==> src/rtl/rhc_pkg.sv <==
// Package for the RGB/HSV byte converter: item types, codes, constants and the divider step.
`default_nettype none

package rhc_pkg;

	typedef enum logic {
		FUNC_HSV2RGB = 1'b0,
		FUNC_RGB2HSV = 1'b1
	} func_t;

	typedef struct packed {
		func_t      func;
		logic [7:0] in_first;
		logic [7:0] in_second;
		logic [7:0] in_third;
	} in_item_t;

	typedef struct packed {
		logic [7:0] out_first;
		logic [7:0] out_second;
		logic [7:0] out_third;
	} out_item_t;

	typedef enum logic [1:0] {
		HSEL_RED   = 2'd0,
		HSEL_GREEN = 2'd1,
		HSEL_BLUE  = 2'd2
	} hue_sel_t;

	localparam logic [7:0] HUE_SPAN  = 8'd43;
	localparam logic [7:0] OFS_RED   = 8'd0;
	localparam logic [7:0] OFS_GREEN = 8'd85;
	localparam logic [7:0] OFS_BLUE  = 8'd171;
	localparam logic [7:0] FULL      = 8'd255;
	localparam logic [7:0] REM_SCALE = 8'd6;
	localparam int         PROD_SHIFT = 8;

	localparam logic [2:0] REGION_TOP = 3'd5;

	// Two restoring division steps. st = {partial remainder, numerator bits / quotient bits}.
	// The remainder must be below d on entry; quotient bits shift in at the bottom.
	function automatic logic [15:0] div2(logic [15:0] st, logic [7:0] d);
		logic [8:0] t;
		logic [7:0] r;
		logic [7:0] nq;
		r  = st[15:8];
		nq = st[7:0];
		for (int i = 0; i < 2; i++) begin
			t  = {r, nq[7]};
			nq = {nq[6:0], 1'b0};
			if (t >= {1'b0, d}) begin
				r     = 8'(t - {1'b0, d});
				nq[0] = 1'b1;
			end else begin
				r = t[7:0];
			end
		end
		return {r, nq};
	endfunction

endpackage

`default_nettype wire

==> src/rtl/rgb_hsv_byte_converter.sv <==
// Top level: seven-stage pipelined 8-bit RGB <-> HSV converter.
`default_nettype none

// Takes one pixel per clock while the output is not stalled and returns one converted pixel per item, in order.
// Each item passes through stages s1..s7 (s1 being loaded at acceptance and s7 being
// the output register).
// The latency is set by the RGB-to-HSV divides: saturation and hue quotients
// come out of four pipelined stages that each resolve two quotient bits.
// A stalled output holds the whole pipeline; req_ready is high whenever the
// output register is empty or being taken.
module rgb_hsv_byte_converter
	import rhc_pkg::*;
(
	input  wire logic      clk,
	input  wire logic      arst_n,
	input  wire logic      req_valid,
	output logic           req_ready,
	input  wire in_item_t  req,
	output logic           rsp_valid,
	input  wire logic      rsp_ready,
	output out_item_t      rsp
);

	logic adv;
	logic vld_s1, vld_s2, vld_s3, vld_s4, vld_s5, vld_s6, vld_s7;

	assign adv       = !vld_s7 || rsp_ready;
	assign req_ready = adv;
	assign rsp_valid = vld_s7;

	always_ff @(posedge clk or negedge arst_n) begin
		if (!arst_n) begin
			vld_s1 <= 1'b0;
			vld_s2 <= 1'b0;
			vld_s3 <= 1'b0;
			vld_s4 <= 1'b0;
			vld_s5 <= 1'b0;
			vld_s6 <= 1'b0;
			vld_s7 <= 1'b0;
		end else if (adv) begin
			vld_s1 <= req_valid;
			vld_s2 <= vld_s1;
			vld_s3 <= vld_s2;
			vld_s4 <= vld_s3;
			vld_s5 <= vld_s4;
			vld_s6 <= vld_s5;
			vld_s7 <= vld_s6;
		end
	end

	// ---------------- stage 1: region / remainder, max / min
	logic [2:0] region_c;
	logic [7:0] base_c;
	logic [7:0] mx_c, mn_c;
	hue_sel_t   hsel_c;

	always_comb begin
		if (req.in_first < 8'd43) begin
			region_c = 3'd0; base_c = 8'd0;
		end else if (req.in_first < 8'd86) begin
			region_c = 3'd1; base_c = 8'd43;
		end else if (req.in_first < 8'd129) begin
			region_c = 3'd2; base_c = 8'd86;
		end else if (req.in_first < 8'd172) begin
			region_c = 3'd3; base_c = 8'd129;
		end else if (req.in_first < 8'd215) begin
			region_c = 3'd4; base_c = 8'd172;
		end else begin
			region_c = REGION_TOP; base_c = 8'd215;
		end
	end

	always_comb begin
		mx_c = req.in_first;
		mn_c = req.in_first;
		if (req.in_second > mx_c) mx_c = req.in_second;
		if (req.in_third > mx_c)  mx_c = req.in_third;
		if (req.in_second < mn_c) mn_c = req.in_second;
		if (req.in_third < mn_c)  mn_c = req.in_third;
		if (mx_c == req.in_first)       hsel_c = HSEL_RED;
		else if (mx_c == req.in_second) hsel_c = HSEL_GREEN;
		else                            hsel_c = HSEL_BLUE;
	end

	func_t      func_s1;
	logic [7:0] a_s1, b_s1, c_s1;
	logic [2:0] region_s1;
	logic [7:0] rem_s1;
	logic [7:0] mx_s1, mn_s1;
	hue_sel_t   hsel_s1;

	// ---------------- stage 2: products and division numerators
	logic [8:0] diff_c;
	logic       neg_c;
	logic [7:0] mag_c;
	logic [7:0] delta_c;

	always_comb begin
		delta_c = mx_s1 - mn_s1;
		case (hsel_s1)
			HSEL_RED:   diff_c = {1'b0, b_s1} - {1'b0, c_s1};
			HSEL_GREEN: diff_c = {1'b0, c_s1} - {1'b0, a_s1};
			default:    diff_c = {1'b0, a_s1} - {1'b0, b_s1};
		endcase
		neg_c = diff_c[8];
		mag_c = neg_c ? 8'(-diff_c) : diff_c[7:0];
	end

	func_t       func_s2;
	logic [7:0]  v_s2;
	logic        szero_s2;
	logic [2:0]  region_s2;
	logic [15:0] pp_s2, sr_s2, st_s2;
	logic [7:0]  mx_s2, delta_s2;
	hue_sel_t    hsel_s2;
	logic        neg_s2;
	logic [15:0] ns_s2, nh_s2;

	// ---------------- stage 3: q / t products, division steps begin
	func_t       func_s3;
	logic [7:0]  v_s3, p_s3, q_s3, t_s3;
	logic        szero_s3;
	logic [2:0]  region_s3;
	logic [7:0]  mx_s3, delta_s3;
	hue_sel_t    hsel_s3;
	logic        neg_s3;
	logic [15:0] ds_s3, dh_s3;
	logic [15:0] qq_c, tt_c;

	always_comb begin
		qq_c = v_s2 * (FULL - sr_s2[15:PROD_SHIFT]);
		tt_c = v_s2 * (FULL - st_s2[15:PROD_SHIFT]);
	end

	// ---------------- stage 4: region routing
	out_item_t   rgb_c;

	always_comb begin
		if (szero_s3) begin
			rgb_c = '{v_s3, v_s3, v_s3};
		end else begin
			case (region_s3)
				3'd0:    rgb_c = '{v_s3, t_s3, p_s3};
				3'd1:    rgb_c = '{q_s3, v_s3, p_s3};
				3'd2:    rgb_c = '{p_s3, v_s3, t_s3};
				3'd3:    rgb_c = '{p_s3, q_s3, v_s3};
				3'd4:    rgb_c = '{t_s3, p_s3, v_s3};
				default: rgb_c = '{v_s3, p_s3, q_s3};
			endcase
		end
	end

	func_t       func_s4, func_s5, func_s6;
	out_item_t   rgb_s4, rgb_s5, rgb_s6;
	logic [7:0]  mx_s4, mx_s5, mx_s6;
	logic [7:0]  delta_s4, delta_s5;
	hue_sel_t    hsel_s4, hsel_s5, hsel_s6;
	logic        neg_s4, neg_s5, neg_s6;
	logic [15:0] ds_s4, ds_s5, ds_s6;
	logic [15:0] dh_s4, dh_s5, dh_s6;

	// ---------------- stage 7: hue assembly and output
	logic [7:0] sq_c, hq_c, ofs_c, hue_c;
	out_item_t  hsv_c;

	always_comb begin
		sq_c = ds_s6[7:0];
		hq_c = dh_s6[7:0];
		case (hsel_s6)
			HSEL_RED:   ofs_c = OFS_RED;
			HSEL_GREEN: ofs_c = OFS_GREEN;
			default:    ofs_c = OFS_BLUE;
		endcase
		hue_c = ofs_c + (neg_s6 ? 8'(-hq_c) : hq_c);
		if (mx_s6 == 8'd0)
			hsv_c = '{8'd0, 8'd0, 8'd0};
		else if (sq_c == 8'd0)
			hsv_c = '{8'd0, 8'd0, mx_s6};
		else
			hsv_c = '{hue_c, sq_c, mx_s6};
	end

	always_ff @(posedge clk) begin
		if (adv) begin
			// s1
			func_s1   <= req.func;
			a_s1      <= req.in_first;
			b_s1      <= req.in_second;
			c_s1      <= req.in_third;
			region_s1 <= region_c;
			rem_s1    <= 8'((req.in_first - base_c) * REM_SCALE);
			mx_s1     <= mx_c;
			mn_s1     <= mn_c;
			hsel_s1   <= hsel_c;
			// s2
			func_s2   <= func_s1;
			v_s2      <= c_s1;
			szero_s2  <= (b_s1 == 8'd0);
			region_s2 <= region_s1;
			pp_s2     <= c_s1 * (FULL - b_s1);
			sr_s2     <= b_s1 * rem_s1;
			st_s2     <= b_s1 * (FULL - rem_s1);
			mx_s2     <= mx_s1;
			delta_s2  <= delta_c;
			hsel_s2   <= hsel_s1;
			neg_s2    <= neg_c;
			ns_s2     <= {delta_c, 8'd0} - {8'd0, delta_c};
			nh_s2     <= mag_c * HUE_SPAN;
			// s3
			func_s3   <= func_s2;
			v_s3      <= v_s2;
			szero_s3  <= szero_s2;
			region_s3 <= region_s2;
			p_s3      <= pp_s2[15:PROD_SHIFT];
			q_s3      <= qq_c[15:PROD_SHIFT];
			t_s3      <= tt_c[15:PROD_SHIFT];
			mx_s3     <= mx_s2;
			delta_s3  <= delta_s2;
			hsel_s3   <= hsel_s2;
			neg_s3    <= neg_s2;
			ds_s3     <= div2(ns_s2, mx_s2);
			dh_s3     <= div2(nh_s2, delta_s2);
			// s4
			func_s4   <= func_s3;
			rgb_s4    <= rgb_c;
			mx_s4     <= mx_s3;
			delta_s4  <= delta_s3;
			hsel_s4   <= hsel_s3;
			neg_s4    <= neg_s3;
			ds_s4     <= div2(ds_s3, mx_s3);
			dh_s4     <= div2(dh_s3, delta_s3);
			// s5
			func_s5   <= func_s4;
			rgb_s5    <= rgb_s4;
			mx_s5     <= mx_s4;
			delta_s5  <= delta_s4;
			hsel_s5   <= hsel_s4;
			neg_s5    <= neg_s4;
			ds_s5     <= div2(ds_s4, mx_s4);
			dh_s5     <= div2(dh_s4, delta_s4);
			// s6
			func_s6   <= func_s5;
			rgb_s6    <= rgb_s5;
			mx_s6     <= mx_s5;
			hsel_s6   <= hsel_s5;
			neg_s6    <= neg_s5;
			ds_s6     <= div2(ds_s5, mx_s5);
			dh_s6     <= div2(dh_s5, delta_s5);
			// s7
			rsp       <= (func_s6 == FUNC_HSV2RGB) ? rgb_s6 : hsv_c;
		end
	end

endmodule

`default_nettype wire
==> config.mk <==
export PLATFORM = sky130hd
export DESIGN_NAME = rgb_hsv_byte_converter
export DESIGN_NICKNAME = d
export VERILOG_FILES = /design/src/rtl/rhc_pkg.sv /design/src/rtl/rgb_hsv_byte_converter.sv
export SDC_FILE = /design/constraint.sdc
export NUM_CORES = 2
export LEC_CHECK = 0
export ABC_CLOCK_PERIOD_IN_PS = 25400
export BUFFER_PORTS_ARGS = -buffer_cell sky130_fd_sc_hd__buf_2
export CAP_MARGIN = 20
export CORE_UTILIZATION = 50
export CTS_BUF_LIST = sky130_fd_sc_hd__clkbuf_8
export DETAILED_ROUTE_END_ITERATION = 10
export HOLD_SLACK_MARGIN = 0.15
export PLACE_DENSITY = 0.68
export SETUP_SLACK_MARGIN = 0.3
export SLEW_MARGIN = 10
export SYNTH_ARGS = -nofsm -noshare
export SYNTH_HDL_FRONTEND = slang
export SYNTH_SLANG_ARGS = --single-unit
==> constraint.sdc <==
create_clock -name clk -period 25.4 [get_ports clk]
set_input_delay 5.08 -clock clk [delete_from_list [all_inputs] [get_ports clk]]
set_output_delay 5.08 -clock clk [all_outputs]
set_load 0.02 [all_outputs]
==> flow_summary.yaml <==
placement:
  place_congestion: 0.892
  numPortBuffers: 54
  dp_hpwl_mm: 51.9
global_route:
  grt_overflow: 0
  grt_pass1_wl_mm: 114
  gr-usage-met3_pct: 2.86
  top_usage_layer: "met2"
  antenna_found_initial: 1
  met1_usage_pct: 27.7
  grt_pass1_vias: 22500
  use_met2_pct: 31.3
  grt_max_degree: 166
  track_usage_pct: 19.6
cts:
  tritoncts: "yes"
  post_cts_resized: 0
  h-tree-depth: 3
  numCtsBuffers: 77
  insertion_delay_ps: 660
  cts_hold_buf: 0
  path_clk_slew_ps: 60
  clockBufferDepth: 3
  root_buffer: "clkbuf_8"
  cts_sinks: 458
  postCtsSetupBuffers: 0
sta:
  period_share_pct: 45.9
  setup_violations: 0
  slew_headroom_pct: 36.1
  slew_viol_final: 0
  skew_ps: 29.4
  finalHoldViolCount: 0
  min_period_ps: 11650
  rsz0062_at_grt: "no"
  fin_tns_setup_ps: 0
  tightest_slew_ps: 958
  clock.fmax_ghz: 0.0859
critical_path:
  crit_required_ps: 20320
  cp-start-kind: "input port"
  slowest_stage: "nor2b_1"
  r2r_cells: 26
  critPathMaxStageDelay_ps: 640
  end_kind: "output pin"
  criticalPathCategory: "in -> out"
  path_cells: "buf_2 -> nor2b_1 -> inv_8 -> buf_2"
  path_common_cell: "buf_2"
  critPathBufInv: 3
  worstPathArrival_ps: 6570
  critPathTopFamily: "buffers and inverters"
  cp_max_fo: 135
  path_depth: 4
yosys:
  synth_area_per_cell_sq_um: 10.7
  synthFlopType: "edfxtp_1"
  ys_top_cells_by_area: "edfxtp_1 38%, ha_1 14%, fa_1 11%"
  synth_top_cell_area_share_pct: 38.2
  ys_types: 86
  synth_nets: 3945
  ys_ff_latch: 458
  async_flop_share_pct: 1.53
  synth_commonest_cells: "522 x inv_1, 451 x edfxtp_1, 410 x ha_1"
  synth_edf_count: 451
  synth_cells: 3304
  ys_warn_count: 0
  synth_top_cell_by_area: "edfxtp_1"
  synth.most_common_cell: "inv_1"
  seq_area_frac_synth_pct: 38.7
  synth_area_sq_um: 35500
floorplan:
  core_area_sq_um: 70100
  die_x_um: 268
  die_y_um: 268
  num_io_pins: 55
  rows: 97
  die_area_sq_um: 72000
  start_util_pct: 50.6
hold_path:
  holdCritPathClass: "reg -> reg"
  hold_path_depth: 0
detailed_routing:
  vias: 23000
  drcViolationCount: 0
  drt_iter0_markers: 1388
  via_per_inst: 5.27
  drt_pre_antenna_iters: 6
  wl_per_cell_um: 15.7
  totalWireLength_mm: 68.5
  detail-route-antenna-nets: 0
finish:
  fill_cells: 6205
  area_growth_pct: 7.95
  layout-drive-gt1-share_pct: 8.56
  layout.nets: 4018
outcome:
  outcome: "completed"
run:
  maxCapViolations: 0
==> through the flow <==
stage / utilization, % / hold WS [ps] / cell area [sq um] / setup slack [ps] / instances
3_3_place_gp: 52.4 / 401 / 36800 / 13670 / 4237
5_1_grt: 54.6 / 414 / 38300 / 13560 / 4377
4_1_cts: 54.6 / 407 / 38300 / 13650 / 4375
3_5_place_dp: 52.4 / 405 / 36800 / 13650 / 4237
2_1_floorplan: - / 400 / 35500 / 6250 / 3304
6_report: 54.6 / 406 / 38300 / 13750 / 4377
==> cell type report <==
cell class              count  area [sq um]  share of cell area (%)
multi-input cells        2245         19500                    50.9
clock buffers              79          1090                    2.84
repair buffers             71           430                    1.12
flip-flops and latches    458         13700                    35.8
diodes                      1          2.50                 0.00653
well taps                 940          1180                    3.07
clock inverters            59           424                    1.11
inverters                 524          1970                    5.15
==> cell families (layout without fill, tap and decap cells) <==
| kind of cell | after synthesis | after routing | share of synthesized area (%) |
|---|---|---|---|
| other cells | 0 | 1 | 0 |
| flops | 458 | 458 | 38.7 |
| buf+inv | 601 | 733 | 6.41 |
| xor+xnor | 172 | 172 | 4.28 |
| simple gates | 788 | 788 | 11.2 |
| mux | 120 | 120 | 3.66 |
| fa+ha+maj | 612 | 612 | 25.9 |
| compound gates | 553 | 553 | 9.97 |
==> registers in the layout, indices dropped and copies added (netlist names), 14 cells and up <==
| signal | cells |
|---|---|
| dh_s3 | 16 |
| dh_s4 | 16 |
| dh_s5 | 16 |
| ds_s3 | 15 |
| ds_s4 | 15 |
| ds_s5 | 15 |
| nh_s2 | 14 |
| ns_s2 | 15 |
| rgb_s4 | 24 |
| rgb_s5 | 24 |
| rgb_s6 | 24 |
| rsp | 24 |
==> metal layers <==
metal  up-vias  wire length (um)
li1      11500                 -
met1     11000             32800
met2       461             31300
met3       116              2950
met4         0              1440
met5         -                 0
==> final timing paths <==
kind	startpoint	slack, ps	endpoint
worst max-delay path	rsp_ready	13750	req_ready
worst min-delay path	pp_s2[14]	410	p_s3[6]
worst max register to register	b_s1[0]	18330	nh_s2[13]
worst min register to register	pp_s2[14]	410	p_s3[6]
max in group asynchronous	arst_n	20990	rsp_valid
min in group asynchronous	arst_n	4260	vld_s1
==> placed cells by master, fill, tap and decap left out, drive strengths merged, types with 22 or more instances in the layout <==
cell,n
nand2b,99
buf,71
mux2,77
xor2,60
nand2,181
inv,546
fa,202
a21o,41
o21ai,134
o22ai,23
nor3,32
o21bai,22
nor2,202
xnor2,111
mux2i,43
ha,410
and2,27
a21oi,195
edfxtp,451
nand3,36
clkinv,28
nor2b,113
clkbuf,79
==> worst register-to-register path, delay by kind of cell, from the launching register on <==
family / cells / cell delay, ps
muxes: 1 / 580
xor gates and xnor gates: 2 / 450
adders and majority gates: 6 / 2280
DFF: 1 / 620
and+or+nand+nor: 2 / 320
AOI/OAI and AO/OA: 11 / 1940
buffers and inverters: 4 / 660
Power is not shown: default switching activity piles up to over one toggle a cycle in this logic, so the estimate is an artifact.
